## src/sv/fbpa_pkg.sv

```systemverilog
// Shared types, constants and register map for the fixed block pool allocator.
package fbpa_pkg;

    localparam int MAX_BUFFERS_DEF = 16;
    localparam int ADDR_BITS_DEF   = 32;

    localparam int DATA_W  = 32;
    localparam int CFG_AW  = 4;
    localparam int POOL_W  = 5;
    localparam int COUNT_W = 5;

    localparam logic [COUNT_W-1:0] COUNT_MAX = '1;

    localparam logic [POOL_W-1:0] POOL_COUNT_RST   = 5'd16;
    localparam logic [DATA_W-1:0] STRIDE_RST       = 32'd4096;
    localparam logic [DATA_W-1:0] BASE_ADDRESS_RST = 32'd0;

    localparam logic FUNC_GET    = 1'b0;
    localparam logic FUNC_RETURN = 1'b1;

    typedef enum logic [1:0] {
        REG_POOL_COUNT   = 2'd0,
        REG_STRIDE       = 2'd1,
        REG_BASE_ADDRESS = 2'd2
    } t_reg_idx;

    typedef enum logic [1:0] {
        ST_IDLE,
        ST_SCAN,
        ST_DONE
    } t_state;

    typedef struct packed {
        logic [POOL_W-1:0] pool_count;
        logic [DATA_W-1:0] stride;
        logic [DATA_W-1:0] base_address;
    } t_cfg;

    typedef struct packed {
        logic load;
        logic step;
        logic commit;
    } t_dp_cmd;

    typedef struct packed {
        logic early_fail;
        logic hit;
        logic last;
    } t_dp_sts;

endpackage

```

## src/sv/fbpa_regs.sv

```systemverilog
// APB configuration registers: pool count, buffer size and base address.
module fbpa_regs (
    input  logic                          i_clk,
    input  logic                          i_rst_n,
    input  logic                          psel,
    input  logic                          penable,
    input  logic                          pwrite,
    input  logic [fbpa_pkg::CFG_AW-1:0]   paddr,
    input  logic [fbpa_pkg::DATA_W-1:0]   pwdata,
    output logic [fbpa_pkg::DATA_W-1:0]   prdata,
    output logic                          pready,
    output fbpa_pkg::t_cfg                o_cfg
);
    import fbpa_pkg::*;

    t_cfg     r_cfg;
    t_reg_idx reg_idx;
    logic     wr_en;

    assign pready  = 1'b1;
    assign reg_idx = t_reg_idx'(paddr[CFG_AW-1:2]);
    assign wr_en   = psel & penable & pwrite & pready;
    assign o_cfg   = r_cfg;

    always_ff @(posedge i_clk) begin
        if (!i_rst_n) begin
            r_cfg.pool_count   <= POOL_COUNT_RST;
            r_cfg.stride       <= STRIDE_RST;
            r_cfg.base_address <= BASE_ADDRESS_RST;
        end else if (wr_en) begin
            case (reg_idx)
                REG_POOL_COUNT:   r_cfg.pool_count   <= pwdata[POOL_W-1:0];
                REG_STRIDE:       r_cfg.stride       <= pwdata;
                REG_BASE_ADDRESS: r_cfg.base_address <= pwdata;
                default: begin
                end
            endcase
        end
    end

    always_comb begin
        case (reg_idx)
            REG_POOL_COUNT:   prdata = DATA_W'(r_cfg.pool_count);
            REG_STRIDE:       prdata = r_cfg.stride;
            REG_BASE_ADDRESS: prdata = r_cfg.base_address;
            default:          prdata = '0;
        endcase
    end

endmodule

```

## src/sv/fbpa_dp.sv

```systemverilog
// Datapath: in-use flags, busy count, address accumulator and scan index.
module fbpa_dp #(
    parameter int MAX_BUFFERS = fbpa_pkg::MAX_BUFFERS_DEF,
    parameter int ADDR_BITS   = fbpa_pkg::ADDR_BITS_DEF
) (
    input  logic                          i_clk,
    input  logic                          i_rst_n,
    input  fbpa_pkg::t_cfg                i_cfg,
    input  logic                          i_func,
    input  logic [fbpa_pkg::DATA_W-1:0]   i_buffer_address,
    input  fbpa_pkg::t_dp_cmd             i_cmd,
    output fbpa_pkg::t_dp_sts             o_sts,
    output logic [fbpa_pkg::DATA_W-1:0]   o_granted_address,
    output logic                          o_success,
    output logic [fbpa_pkg::COUNT_W-1:0]  o_busy_total
);
    import fbpa_pkg::*;

    localparam int IDX_W = (MAX_BUFFERS > 1) ? $clog2(MAX_BUFFERS) : 1;
    localparam int CNT_W = $clog2(MAX_BUFFERS + 1);
    localparam int EN_W  = (CNT_W > POOL_W) ? CNT_W : POOL_W;
    localparam int CMP_W = (ADDR_BITS > DATA_W) ? ADDR_BITS : DATA_W;
    localparam logic [EN_W-1:0] EN_MAX = EN_W'(MAX_BUFFERS);

    logic [MAX_BUFFERS-1:0] r_flags;
    logic [COUNT_W-1:0]     r_count;
    logic                   r_func;
    logic [DATA_W-1:0]      r_addr;
    logic [IDX_W-1:0]       r_idx;
    logic [ADDR_BITS-1:0]   r_acc;
    logic [DATA_W-1:0]      r_granted;
    logic                   r_success;

    logic [EN_W-1:0] pool_ext;
    logic [EN_W-1:0] n_enabled;
    logic            flag_cur;
    logic            addr_match;

    assign pool_ext   = EN_W'(i_cfg.pool_count);
    assign n_enabled  = (pool_ext > EN_MAX) ? EN_MAX : pool_ext;
    assign flag_cur   = r_flags[r_idx];
    assign addr_match = CMP_W'(r_acc) == CMP_W'(r_addr);

    assign o_sts.early_fail = (n_enabled == '0) || ((r_func == FUNC_RETURN) && (r_addr == '0));
    assign o_sts.hit        = (r_func == FUNC_GET) ? !flag_cur : addr_match;
    assign o_sts.last       = EN_W'(r_idx) == (n_enabled - EN_W'(1));

    assign o_granted_address = r_granted;
    assign o_success         = r_success;
    assign o_busy_total      = r_count;

    always_ff @(posedge i_clk) begin
        if (!i_rst_n) begin
            r_flags <= '0;
            r_count <= '0;
        end else if (i_cmd.commit) begin
            if (r_func == FUNC_GET) begin
                r_flags[r_idx] <= 1'b1;
                if (r_count != COUNT_MAX) begin
                    r_count <= r_count + COUNT_W'(1);
                end
            end else if (flag_cur) begin
                r_flags[r_idx] <= 1'b0;
                if (r_count != '0) begin
                    r_count <= r_count - COUNT_W'(1);
                end
            end
        end
    end

    always_ff @(posedge i_clk) begin
        if (i_cmd.load) begin
            r_func    <= i_func;
            r_addr    <= i_buffer_address;
            r_idx     <= '0;
            r_acc     <= ADDR_BITS'(i_cfg.base_address);
            r_success <= 1'b0;
            r_granted <= '0;
        end else if (i_cmd.step) begin
            r_idx <= r_idx + IDX_W'(1);
            r_acc <= r_acc + ADDR_BITS'(i_cfg.stride);
        end else if (i_cmd.commit) begin
            r_success <= 1'b1;
            r_granted <= (r_func == FUNC_GET) ? DATA_W'(r_acc) : '0;
        end
    end

    a_count_holds: assert property (@(posedge i_clk) disable iff (!i_rst_n)
        !i_cmd.commit |=> $stable(r_count))
        else $error("busy count moved without a commit");

    a_commit_succeeds: assert property (@(posedge i_clk) disable iff (!i_rst_n)
        i_cmd.commit |=> r_success)
        else $error("commit did not report success");

    a_load_clears: assert property (@(posedge i_clk) disable iff (!i_rst_n)
        i_cmd.load |=> !r_success && (r_granted == '0))
        else $error("result not cleared on load");

endmodule

```

## src/sv/fbpa_ctrl.sv

```systemverilog
// Controller: sequences the buffer scan and raises the result strobe.
module fbpa_ctrl (
    input  logic                i_clk,
    input  logic                i_rst_n,
    input  logic                i_start,
    input  fbpa_pkg::t_dp_sts   i_sts,
    output fbpa_pkg::t_dp_cmd   o_cmd,
    output logic                o_busy,
    output logic                o_done
);
    import fbpa_pkg::*;

    t_state r_state;
    t_state n_state;

    always_ff @(posedge i_clk) begin
        if (!i_rst_n) begin
            r_state <= ST_IDLE;
        end else begin
            r_state <= n_state;
        end
    end

    always_comb begin
        n_state = r_state;
        case (r_state)
            ST_IDLE: begin
                if (i_start) n_state = ST_SCAN;
            end
            ST_SCAN: begin
                if (i_sts.early_fail || i_sts.hit || i_sts.last) n_state = ST_DONE;
            end
            ST_DONE: n_state = ST_IDLE;
            default: n_state = ST_IDLE;
        endcase
    end

    always_comb begin
        o_cmd  = '0;
        o_busy = 1'b1;
        o_done = 1'b0;
        case (r_state)
            ST_IDLE: begin
                o_busy     = 1'b0;
                o_cmd.load = i_start;
            end
            ST_SCAN: begin
                if (!i_sts.early_fail) begin
                    if (i_sts.hit) begin
                        o_cmd.commit = 1'b1;
                    end else if (!i_sts.last) begin
                        o_cmd.step = 1'b1;
                    end
                end
            end
            ST_DONE: o_done = 1'b1;
            default: o_busy = 1'b1;
        endcase
    end

    a_done_to_idle: assert property (@(posedge i_clk) disable iff (!i_rst_n)
        (r_state == ST_DONE) |=> (r_state == ST_IDLE))
        else $error("result strobe held past one cycle");

endmodule

```

## src/sv/fixed_block_pool_allocator_top.sv

```systemverilog
// Top level of the fixed block pool allocator: registers, controller and datapath.
//
//   channel   signals                                   beat taken when
//   config    psel penable pwrite paddr pwdata prdata   psel & penable & pready
//   command   start i_func i_buffer_address busy        start & !busy
//   result    o_done o_granted_address o_success        o_done (one cycle)
//             o_busy_total
//
// A command scans the in-use flags one buffer per cycle, stepping the address adder,
// and stops at a hit or at the last enabled buffer.
// A return of address zero or an empty pool ends without scanning any buffer.
// busy is high from the beat after start until the result cycle ends.
// Reset is synchronous: all buffers free, count zero, registers at defaults.
// The receiver cannot stall; each result is shown for exactly one cycle.
module fixed_block_pool_allocator_top #(
    parameter int MAX_BUFFERS = fbpa_pkg::MAX_BUFFERS_DEF,
    parameter int ADDR_BITS   = fbpa_pkg::ADDR_BITS_DEF
) (
    input  logic                          i_clk,
    input  logic                          i_rst_n,
    input  logic                          psel,
    input  logic                          penable,
    input  logic                          pwrite,
    input  logic [fbpa_pkg::CFG_AW-1:0]   paddr,
    input  logic [fbpa_pkg::DATA_W-1:0]   pwdata,
    output logic [fbpa_pkg::DATA_W-1:0]   prdata,
    output logic                          pready,
    input  logic                          start,
    input  logic                          i_func,
    input  logic [fbpa_pkg::DATA_W-1:0]   i_buffer_address,
    output logic                          busy,
    output logic                          o_done,
    output logic [fbpa_pkg::DATA_W-1:0]   o_granted_address,
    output logic                          o_success,
    output logic [fbpa_pkg::COUNT_W-1:0]  o_busy_total
);
    import fbpa_pkg::*;

    t_cfg    cfg;
    t_dp_cmd cmd;
    t_dp_sts sts;

    fbpa_regs u_regs (
        .i_clk   (i_clk),
        .i_rst_n (i_rst_n),
        .psel    (psel),
        .penable (penable),
        .pwrite  (pwrite),
        .paddr   (paddr),
        .pwdata  (pwdata),
        .prdata  (prdata),
        .pready  (pready),
        .o_cfg   (cfg)
    );

    fbpa_ctrl u_ctrl (
        .i_clk   (i_clk),
        .i_rst_n (i_rst_n),
        .i_start (start),
        .i_sts   (sts),
        .o_cmd   (cmd),
        .o_busy  (busy),
        .o_done  (o_done)
    );

    fbpa_dp #(
        .MAX_BUFFERS (MAX_BUFFERS),
        .ADDR_BITS   (ADDR_BITS)
    ) u_dp (
        .i_clk             (i_clk),
        .i_rst_n           (i_rst_n),
        .i_cfg             (cfg),
        .i_func            (i_func),
        .i_buffer_address  (i_buffer_address),
        .i_cmd             (cmd),
        .o_sts             (sts),
        .o_granted_address (o_granted_address),
        .o_success         (o_success),
        .o_busy_total      (o_busy_total)
    );

endmodule
```

## config.mk

```make
export PLATFORM = sky130hd
export DESIGN_NAME = fixed_block_pool_allocator_top
export DESIGN_NICKNAME = d
export VERILOG_FILES = /design/src/sv/fbpa_pkg.sv /design/src/sv/fbpa_regs.sv /design/src/sv/fbpa_dp.sv /design/src/sv/fbpa_ctrl.sv /design/src/sv/fixed_block_pool_allocator_top.sv
export SDC_FILE = /design/constraint.sdc
export NUM_CORES = 1
export LEC_CHECK = 0
export ABC_AREA = 1
export BUFFER_PORTS_ARGS = -buffer_cell sky130_fd_sc_hd__buf_2
export CAP_MARGIN = 5
export CORE_AREA = 2 2 143 145
export CTS_BUF_LIST = sky130_fd_sc_hd__clkbuf_8
export CTS_CLUSTER_SIZE = 14
export DETAILED_ROUTE_END_ITERATION = 16
export DIE_AREA = 0 0 145 147
export PLACE_DENSITY_LB_ADDON = 0.2
export SLEW_MARGIN = 20
export SYNTH_ARGS = -nofsm -noshare
export SYNTH_HDL_FRONTEND = slang
export SYNTH_SLANG_ARGS = --single-unit
```

## constraint.sdc

```tcl
create_clock -name i_clk -period 7.86 [get_ports i_clk]
set_clock_uncertainty 0.1 [all_clocks]
set_input_delay 1.179 -clock i_clk [delete_from_list [all_inputs] [get_ports i_clk]]
set_output_delay 1.179 -clock i_clk [all_outputs]
set_load 0.1 [all_outputs]
```

* Word-level counts from Yosys, hierarchy flattened
Index checks and enable logic that the tools add are counted.
Storage, ports and cells: flip-flop bits (word level) 194, word-level logic and storage cells 84, output and inout bits 73, input port bits 75
Cells by class: reduce and logical (&&, ||, !) cells 20, equality and inequality tests 11, muxes and demuxes 27, $lt $le $gt $ge 3, add/subtract/negate cells 5, bitwise logic cells 6
Operators by type and width (count):
- $mux 32 | 3
- $pmux 32 s3 | 1
- $add 32x32->32 | 1
- $eq 32x32->1 | 1
- $logic_not 32->1 | 1
- $mux 16 | 2
- $mux 5 | 5
- $and 16x16->16 | 1
- $not 16->16 | 1
- $or 16x16->16 | 1
- $reduce_and 2->1 | 6
- $sub 5x1->5 const B | 2
- $mux 1 | 9
- $mux 2 | 4
- $ne 2x2->1 const B | 3
- $add 5x1->5 const B | 1
- $eq 4x5->1 | 1
- $gt 5x5->1 const B | 1
- $logic_not 5->1 | 1
- $lt 4x5->1 const B | 1
- $ne 5x5->1 const B | 1
- $reduce_bool 5->1 | 1
- $add 4x1->4 const B | 1
- $bmux 1 s4 | 1
- other kinds (14) | 22

* Longest topological paths before layout
Gate-level depths: netlist of run 1.
depth in word-level cells 10, gate-level depth with buffers 16

* Hierarchy
Synthesis of run 1 repeated with hierarchy kept, for this count alone.
Second synthesis, totals: cells, all modules 1612, area total of the unflattened synthesis 11182.0 µm²
By module, submodules not included:
- fbpa_dp | area each 7770.0 µm², cells an instance 1065, instances 1
- fbpa_regs | area each 3278.1 µm², cells an instance 526, instances 1
- fbpa_ctrl | area each 133.9 µm², cells an instance 21, instances 1

* Least setup slack after synthesis of run 1
No wires, ideal clock.
path kind input-to-output, start in paddr[3] (netlist name), end out prdata[10] (netlist name), data required time 6.581 ns, arrival time 3.720 ns, path slack 2.861 ns, stages on the path 5, cell sequence inv_1 > nor2_1 > inv_1 > clkbuf_1 > o21ai_0
Between the ends: longest elaborated chain between the ends 2, elaborated cells between the ends (all ways) 4
RTL lines:
- start: declaration | RTL line fixed_block_pool_allocator_top.sv:24 | input logic [fbpa_pkg::CFG_AW-1:0] paddr,
- $eq 2x2->1, or another cell as far along | RTL line fbpa_regs.sv:42 | case (reg_idx)
- $pmux 32 s3 * | RTL line fbpa_regs.sv:42
- end: declaration | RTL line fixed_block_pool_allocator_top.sv:26 | output logic [fbpa_pkg::DATA_W-1:0] prdata,
Every way passes the cells marked *; elsewhere a longest branch is shown, timed or not.

* Worst setup path in the final report of run 1
start in paddr[3] (netlist name), end out prdata[9] (netlist name)
Same word-level chain as after synthesis.

==> results of run 1 <==
[worst paths after layout]
kind                               from                    endpoint  slack [ns]  depth (start not counted)
max                            paddr[3]                   prdata[9]        3.07                          6
min          u_dp.o_granted_address[26]  u_dp.o_granted_address[26]        0.37                          2
max reg2reg               u_dp.r_idx[0]              u_dp.r_acc[20]        4.44                         12
min reg2reg  u_dp.o_granted_address[26]  u_dp.o_granted_address[26]        0.37                          2
[cells by family (layout without fill, tap and decap cells)]
family	count (synthesis)	in the layout	synth area share [%]
XOR/XNOR	25	25	2.03
AND/OR/NAND/NOR	681	681	27.3
flip-flops	194	194	42.1
other	1	1	0.0348
adder cells (fa/ha/maj)	41	41	4.90
buffers and inverters	212	337	8.20
AO/OA/AOI/OAI	290	290	15.4
[synth_stat cells, types with 2 or more instances]
cell / number / area [sq um]
a21o_1: 5 / 37.5
a21oi_1: 89 / 445
a21oi_2: 21 / 184
a22o_1: 11 / 96.3
a31oi_1: 4 / 25.0
buf_1: 2 / 7.51
buf_12: 2 / 40.0
buf_2: 8 / 40.0
buf_4: 4 / 30.0
buf_6: 4 / 45.0
clkbuf_1: 38 / 143
dfxtp_1: 129 / 2580
edfxtp_1: 65 / 1950
fa_1: 2 / 40.0
ha_1: 39 / 488
inv_1: 149 / 559
inv_2: 4 / 15.0
nand2_1: 313 / 1170
nand2_2: 2 / 12.5
nand3_1: 73 / 365
nand3_2: 20 / 200
nand3b_1: 5 / 37.5
nand4_1: 38 / 238
nor2_1: 208 / 781
nor2_2: 3 / 18.8
nor3_1: 8 / 40.0
nor4_1: 2 / 12.5
o2111ai_1: 2 / 17.5
o211ai_1: 5 / 37.5
o21a_1: 2 / 15.0
o21ai_0: 131 / 656
o21ai_1: 2 / 10.0
o21bai_1: 4 / 30.0
o221ai_1: 5 / 43.8
o22ai_1: 6 / 37.5
or2_2: 6 / 37.5
xnor2_1: 14 / 123
xor2_1: 11 / 96.3
[cell type report]
cell class | instances | area (sq um)
multi-input combinational | 1038 | 5370
fill | 1846 | 7860
clock inverter | 14 | 146
inverter | 154 | 579
sequential | 194 | 4530
clock buffer | 18 | 248
timing repair buffer | 151 | 773
tap | 270 | 338
[routing by layer]
metal	wire length, microns	global-route usage [%]
met5	0	0
met3	2490	5.28
met1	14500	43.0
met4	431	6.93
met2	12400	40.4
[stage by stage]
step | cell area [sq um] | power (mW) | util [%] | std cells | setup slack, ns
2_1_floorplan | 10800 | 1.66 | - | 1444 | 2.86
3_3_place_gp | 11600 | 1.80 | 58.4 | 1807 | 3.12
3_5_place_dp | 11600 | 1.81 | 58.4 | 1807 | 3.11
4_1_cts | 12000 | 2.46 | 60.4 | 1839 | 3.11
5_1_grt | 12000 | 2.58 | 60.4 | 1839 | 2.90
6_report | 12000 | 2.46 | 60.4 | 1839 | 3.07
[registers in the layout (all words and copies together), names as in the netlist, named ones only]
signal                  flops
u_ctrl.r_state              2
u_dp.o_busy_total           5
u_dp.o_granted_address     32
u_dp.o_success              1
u_dp.r_acc                 32
u_dp.r_addr                32
u_dp.r_func                 1
u_dp.r_idx                  4
u_regs.o_cfg               69
[critical path, stage by stage]
cell and delay (ns):
buf_2 0.10, inv_1 0.04, nor2_1 0.69, inv_1 0.59
o21ai_0 0.41, buf_2 0.49
[where the power goes]
part | switching [mW] | total, mW | internal (mW)
Clock | 0.373 | 0.670 | 0.297
Sequential | 0.0885 | 1.21 | 1.12
Combinational | 0.421 | 0.582 | 0.161
Total | 0.883 | 2.46 | 1.58
==> flow_metrics.tcl, run 1 <==
set metrics [dict create \
    boundaryPins 148 \
    final_net_count 1672 \
    hold_viol 0 \
    syn_nets 1560 \
    ys_warn_count 0 \
    yosysSeqAreaShare_pct 42.1 \
    drt_pass1_iterations 7 \
    grt_max_degree 87 \
    powerDensity_nw_per_um2 206 \
    post_cts_buffers 0 \
    dominantRegCellSynth "dfxtp_1" \
    clock_latency_ns 0.47 \
    setup-tns-final_ns 0 \
    drv_cap 0 \
    holdWs_ns 0.366 \
    slew_headroom_pct 27.6 \
    layout_min_cycle_time_ns 4.79 \
    rows 52 \
    cts_resized 0 \
    crit_required_ns 6.58 \
    antenna_cells 0 \
    drc_errors 0 \
    clk_pin_slew_ns 0.10 \
    die_area_sq_um 21300 \
    portBuffers 144 \
    die_w_microns 145 \
    grt_overflow 0 \
    mostFrequentLayoutCell "nand2_1" \
    fin_crit_sh_pct 60.9 \
    critPathLaunchType "input pin" \
    final_cell_mix "311 x nand2_1, 207 x nor2_1, 150 x inv_1" \
    netlist_area_sq_um 10800 \
    setup_viol 0 \
    die_h_microns 147 \
    cts_tree "done" \
    syn_inst 1444 \
    p_leak_nw 5.33 \
    ir_worst_vdd_mv 0.0975 \
    clk_path_buf_depth 2 \
    gr-usage-all-layers_pct 28.0 \
    synth_cell_types 46 \
    rsz0062_at_grt "false" \
    dp_hpwl_mm 22.1 \
    drive_above_1_share_pct 15.5 \
    wl_per_cell_microns 16.2 \
    cts-buffers-inserted 17 \
    via_per_inst 5.49 \
    cp-end-kind "output pin" \
    worst_pin_slew_ns 1.09 \
    holdBufCountCts 0 \
    ys_ff_latch 194 \
    cp_max_fo 22 \
    grt_pass1_wl_mm 47.4 \
    finalMaxSlewViolations 0 \
    cts.sinks 194 \
    drtIter0Drc 733 \
    clock.fmax_ghz 0.209 \
    crit_arrival_ns 3.51 \
    htreeDepth 4 \
    vias 10100 \
    grt_pass1_vias 9077 \
    cts-root-buf "clkbuf_8" \
    synth_edf_count 65 \
    place_congestion 0.942 \
    wirelength_mm 29.8 \
    status "completed" \
    start_util_pct 54.3 \
    syn_to_final_growth_pct 11.3 \
    syn_avg_cell_area_sq_um 7.46 \
    ant_nets 0 \
    core_sq_um 19800 \
    path_class "input pin to output pin" \
    async_flop_share_pct 0 \
    grt_antenna_before_repair 0 \
    min_path_type "register to register" \
]
Power figures use the tool's default switching activity.
==> run 2: changes to the inputs <==
--- a/config.mk
+++ b/config.mk
@@ -8,11 +8,11 @@
 export ABC_AREA = 1
 export BUFFER_PORTS_ARGS = -buffer_cell sky130_fd_sc_hd__buf_2
 export CAP_MARGIN = 5
-export CORE_AREA = 2 2 143 145
+export CORE_AREA = 2 2 145 147
 export CTS_BUF_LIST = sky130_fd_sc_hd__clkbuf_8
 export CTS_CLUSTER_SIZE = 14
 export DETAILED_ROUTE_END_ITERATION = 16
-export DIE_AREA = 0 0 145 147
+export DIE_AREA = 0 0 147 149
 export PLACE_DENSITY_LB_ADDON = 0.2
 export SLEW_MARGIN = 20
 export SYNTH_ARGS = -nofsm -noshare
==> constraint.sdc (replaced) <==
create_clock -name i_clk -period 4 [get_ports i_clk]
set_clock_uncertainty 0.1 [all_clocks]
set_input_delay 0.6 -clock i_clk [delete_from_list [all_inputs] [get_ports i_clk]]
set_output_delay 0.6 -clock i_clk [all_outputs]
set_load 0.1 [all_outputs]
==> flow_metrics.tcl, run 2 (synthesis results as in run 1) <==
set metrics [dict create \
    status "completed" \
    start_util_pct 52.4 \
    worstPathCellList "inv_1 > nand4_1 > nand2_1 > nand2_1 > ha_1 > inv_1 > nand2_1 > nand2_1 > xor2_1 > nor2_1 > nand2_1 > nor2_1 > nor2_1 > nand3_1 > nand2_1 > buf_12" \
    grt_overflow 0 \
    stdcell_count 1854 \
    max_stage_delay_ns 0.41 \
    r2r_setup_slack_ns 0.91 \
    met3_usage_pct 4.68 \
    rows 53 \
    grt_max_degree 57 \
    wirelength_mm 29.7 \
    path_buf_inv 3 \
    clock.fmax_ghz 0.323 \
    cp-end-kind "register" \
    layout_min_cycle_time_ns 3.09 \
    fin_crit_sh_pct 77.3 \
    cts-root-buf "clkbuf_8" \
    placed_cell_area_sq_um 11700 \
    dp_hpwl_mm 22.2 \
    min_to "u_dp.r_addr[6]" \
    crit_arrival_ns 3.16 \
    min_path_type "input pin to register" \
    ant_nets 0 \
    cts_tree "done" \
    wl_per_cell_microns 16.0 \
    crit_family "simple AND/OR/NAND/NOR gates" \
    place_congestion 0.908 \
    dp_cells 1822 \
    setup_slack_ns 0.907 \
    largest_register_ffs 69 \
    portBuffers 144 \
    seq_area_sq_um 4530 \
    post_cts_buffers 0 \
    setup_viol 0 \
    clock_latency_ns 0.48 \
    drv_cap 0 \
    critPathLaunchType "register" \
    syn_to_final_growth_pct 12.0 \
    hold_viol 0 \
    via_per_inst 5.44 \
    die_h_microns 149 \
    vias 10100 \
    ff2ff_path_depth 16 \
    drive_above_1_share_pct 16.0 \
    grt_busiest_layer "met1" \
    rr_endpoint "u_dp.r_acc[21]" \
    mostFrequentLayoutCell "nand2_1" \
    core_sq_um 20600 \
    die_area_sq_um 21900 \
    drt_pass1_iterations 5 \
    path_class "register to register" \
    cts_resized 0 \
    final_net_count 1682 \
    r2r-start "u_regs.o_cfg[66]" \
    crit_required_ns 4.07 \
    finalInstanceArea_sq_um 12100 \
    slew_headroom_pct 28.3 \
    rsz0062_at_grt "false" \
    powerDensity_nw_per_um2 395 \
    critPathSlowestCell "nand2_1" \
    finalMaxSlewViolations 0 \
    grt_pass1_wl_mm 47.3 \
    multi_input_area_sq_um 5360 \
    grt_pass1_vias 9032 \
    ir_worst_vdd_mv 0.229 \
    clk_pin_slew_ns 0.11 \
    worst_pin_slew_ns 1.07 \
    p_leak_nw 5.37 \
    drtIter0Drc 735 \
    met2_usage_pct 40.3 \
    crit_top_cell "nand2_1" \
    fill_cells 1956 \
    holdBufCountCts 0 \
    htreeDepth 4 \
    worstHoldStart "i_buffer_address[6]" \
    use_met1_pct 41.8 \
    dp_slack_ns 0.964 \
    gr-usage-all-layers_pct 27.3 \
    clk_path_buf_depth 2 \
    cts-buffers-inserted 17 \
    cp_max_fo 25 \
    whs_path_depth 1 \
    die_w_microns 147 \
    setup-tns-final_ns 0 \
    final_cell_mix "313 x nand2_1, 207 x nor2_1, 149 x inv_1" \
    boundaryPins 148 \
    holdWs_ns 0.195 \
    drc_errors 0 \
    grt_antenna_before_repair 0 \
    cts.sinks 194 \
    antenna_cells 0 \
]
[run 2: cell count changes in the layout (fill, tap and decap cells not counted), sizes merged]
cell,before,now
buf,151,161
clkinv,3,7
bufinv,2,0
inv,163,161
clkbuf,18,17
clkinvlp,0,1
[run 2: worst register-to-register path, cell delays in order, from the launching register on]
cell     delay, ns
dfxtp_1       0.31
inv_1         0.16
nand4_1       0.17
nand2_1       0.14
nand2_1       0.08
ha_1          0.25
inv_1         0.07
nand2_1       0.04
nand2_1       0.08
xor2_1        0.14
nor2_1        0.06
nand2_1       0.05
nor2_1        0.04
nor2_1        0.19
nand3_1       0.23
nand2_1       0.41
buf_12        0.25
[run 2: through the flow]
stage	utilization (%)	total power [mW]
global route	58.7	5.01
global placement	57.0	3.56
floorplan	-	3.26
CTS	58.7	4.78
finish	58.7	4.76
detailed placement	57.0	3.58
[run 2: worst max path at each step]
stage / end / slack, ns / depth (start not counted) / startpoint
2_1_floorplan: prdata[10] / 0.16 / 5 / paddr[3]
3_3_place_gp: u_dp.r_acc[28] / 0.98 / 16 / u_regs.o_cfg[66]
3_5_place_dp: u_dp.r_acc[28] / 0.96 / 16 / u_regs.o_cfg[66]
4_1_cts: u_dp.r_acc[19] / 0.92 / 16 / u_regs.o_cfg[66]
5_1_grt: u_dp.r_acc[18] / 0.61 / 16 / u_regs.o_cfg[66]
6_report: u_dp.r_acc[21] / 0.91 / 16 / u_regs.o_cfg[66]
[run 2: final cells by class]
class / instances / area share (%)
Clock buffer: 17 / 1.94
Tap cell: 275 / 2.85
Clock inverter: 15 / 1.01
Multi-Input combinational cell: 1038 / 44.5
Inverter: 154 / 4.80
Timing Repair Buffer: 161 / 7.34
Sequential cell: 194 / 37.6
[run 2: power by group]
| part | internal, mW | leakage (nW) | switching (mW) |
|---|---|---|---|
| registers | 2.21 | 1.68 | 0.162 |
| clock network | 0.449 | 0.186 | 0.771 |
| logic | 0.335 | 3.50 | 0.840 |
[run 2: metal layers]
metal | part of all wire, % | vias up
met4 | 1.3 | 0
met5 | 0 | -
met3 | 8.2 | 29
met2 | 43 | 394
li1 | - | 5034
met1 | 48 | 4624
==> run 3: changes to the inputs <==
==> constraint.sdc (replaced) <==
create_clock -name i_clk -period 2.65 [get_ports i_clk]
set_clock_uncertainty 0.1 [all_clocks]
set_input_delay 0.3975 -clock i_clk [delete_from_list [all_inputs] [get_ports i_clk]]
set_output_delay 0.3975 -clock i_clk [all_outputs]
set_load 0.1 [all_outputs]
==> flow_metrics.tcl, run 3 (synthesis results as in run 1) <==
set metrics [dict create \
    grt_pass1_wl_mm 48.2 \
    place_congestion 0.963 \
    min_path_type "input pin to register" \
    fin_crit_sh_pct 94.5 \
    grt_overflow 0 \
    drive_above_1_share_pct 19.2 \
    min_to "u_dp.r_addr[27]" \
    finalMaxSlewViolations 0 \
    die_area_sq_um 21900 \
    finalInstanceArea_sq_um 13200 \
    die_w_microns 147 \
    ant_nets 0 \
    ff2ff_path_depth 8 \
    total_power_mw 7.75 \
    rsz0062_at_grt "false" \
    wl_per_cell_microns 16.2 \
    portBuffers 144 \
    status "completed" \
    dp_slack_ns 0.0173 \
    drc_errors 0 \
    grt_antenna_before_repair 0 \
    wirelength_mm 30.9 \
    critPathSlowestCell "edfxtp_1" \
    cts-buffers-inserted 17 \
    cts-root-buf "clkbuf_8" \
    worst_pin_slew_ns 0.611 \
    crit_required_ns 2.77 \
    die_h_microns 149 \
    antenna_cells 0 \
    critPathLaunchType "register" \
    final_net_count 1741 \
    rows 53 \
    r2r_setup_slack_ns 0.14 \
    multi_input_area_sq_um 5450 \
    worstPathCellList "ha_1 > a21oi_1 > o21ai_0 > a21oi_1 > nand3_1 > or2_2 > nand3_1 > o21ai_0" \
    vias 10300 \
    syn_to_final_growth_pct 22.7 \
    grt_max_degree 47 \
    clock_latency_ns 0.48 \
    layout_min_cycle_time_ns 2.51 \
    largest_register_ffs 69 \
    clock.fmax_ghz 0.399 \
    clk_pin_slew_ns 0.11 \
    crit_arrival_ns 2.63 \
    cp_max_fo 4 \
    cts.sinks 194 \
    p_leak_nw 5.83 \
    gr-usage-all-layers_pct 27.8 \
    dp_hpwl_mm 22.9 \
    start_util_pct 52.4 \
    drv_cap 0 \
    mostFrequentLayoutCell "nand2_1" \
    seq_area_sq_um 4540 \
    r2r-start "u_dp.r_acc[15]" \
    fill_cells 1809 \
    grt_pass1_vias 9288 \
    core_sq_um 20600 \
    drtIter0Drc 843 \
    boundaryPins 148 \
    powerDensity_nw_per_um2 586 \
    setup_viol 0 \
    cts_tree "done" \
    via_per_inst 5.39 \
    ir_worst_vdd_mv 0.338 \
    rr_endpoint "u_dp.r_acc[20]" \
    worstHoldStart "i_buffer_address[27]" \
    clk_path_buf_depth 2 \
    path_class "register to register" \
    final_cell_mix "310 x nand2_1, 205 x nor2_1, 147 x inv_1" \
    slew_headroom_pct 59.2 \
    drt_pass1_iterations 5 \
    cp-end-kind "register" \
    htreeDepth 4 \
    hold_viol 0 \
    setup_slack_ns 0.145 \
    whs_path_depth 1 \
    max_stage_delay_ns 0.51 \
    placed_cell_area_sq_um 12400 \
]
[run 3: worst max-delay path by stage]
stage / cells past startpoint / from / slack (ns) / endpoint
floorplan: 5 / paddr[3] / -0.25 / prdata[0]
global placement: 13 / u_regs.o_cfg[32] / 0.05 / u_dp.r_acc[28]
detailed placement: 13 / u_regs.o_cfg[32] / 0.02 / u_dp.r_acc[28]
CTS: 12 / u_dp.r_acc[2] / 0.04 / u_dp.r_acc[29]
global route: 9 / u_dp.r_acc[11] / 0.002 / u_dp.r_acc[20]
finish: 8 / u_dp.r_acc[15] / 0.14 / u_dp.r_acc[20]
[run 3: critical path, delay by kind of cell, from the launching register on]
| kind | cells | cell delay, ns |
|---|---|---|
| and+or+nand+nor | 3 | 0.51 |
| AOI/OAI and AO/OA | 4 | 0.75 |
| DFF | 1 | 0.51 |
| adders and majority gates | 1 | 0.38 |
[run 3: timing repair]
item / CTS / global route
setup buffers: 0 / 2
hold buffers: 25 / 0
endpoints found under the hold margin: 25 / 0
pin swaps: 0 / 6
cloned: 0 / 2
endpoints found under the setup margin: 1 / 53
gates resized for setup: 2 / 20
[run 3: routing by layer]
layer  share of wire [%]  GRT usage, %
met1                  47          41.7
met2                  43          41.6
met3                 7.8          4.86
met4                 1.6          7.26
met5                   0             0
[run 3: power by group]
part           total (mW)  switching (mW)  internal [mW]
sequential           3.54           0.210           3.33
clock                2.20            1.13           1.07
combinational        2.01            1.35          0.660
[run 3: area by class of cell]
type	count	area share, %
multi-input combinational	1038	41.3
sequential	194	34.3
timing repair buffer	220	14.0
inverter	154	4.38
tap	275	2.60
clock buffer	18	1.87
clock inverter	14	1.51
[run 3: metrics by stage]
step                      std cells  TNS [ns]  util (%)  hold WS [ns]
after global placement         1852         0      60.3         0.348
final                          1913         0      64.3       0.00887
after global routing           1913         0      64.3      0.000721
after detailed placement       1852         0      60.3         0.356
after CTS                      1909         0      63.7       0.00156
after floorplan                1444     -1.37         -         0.341
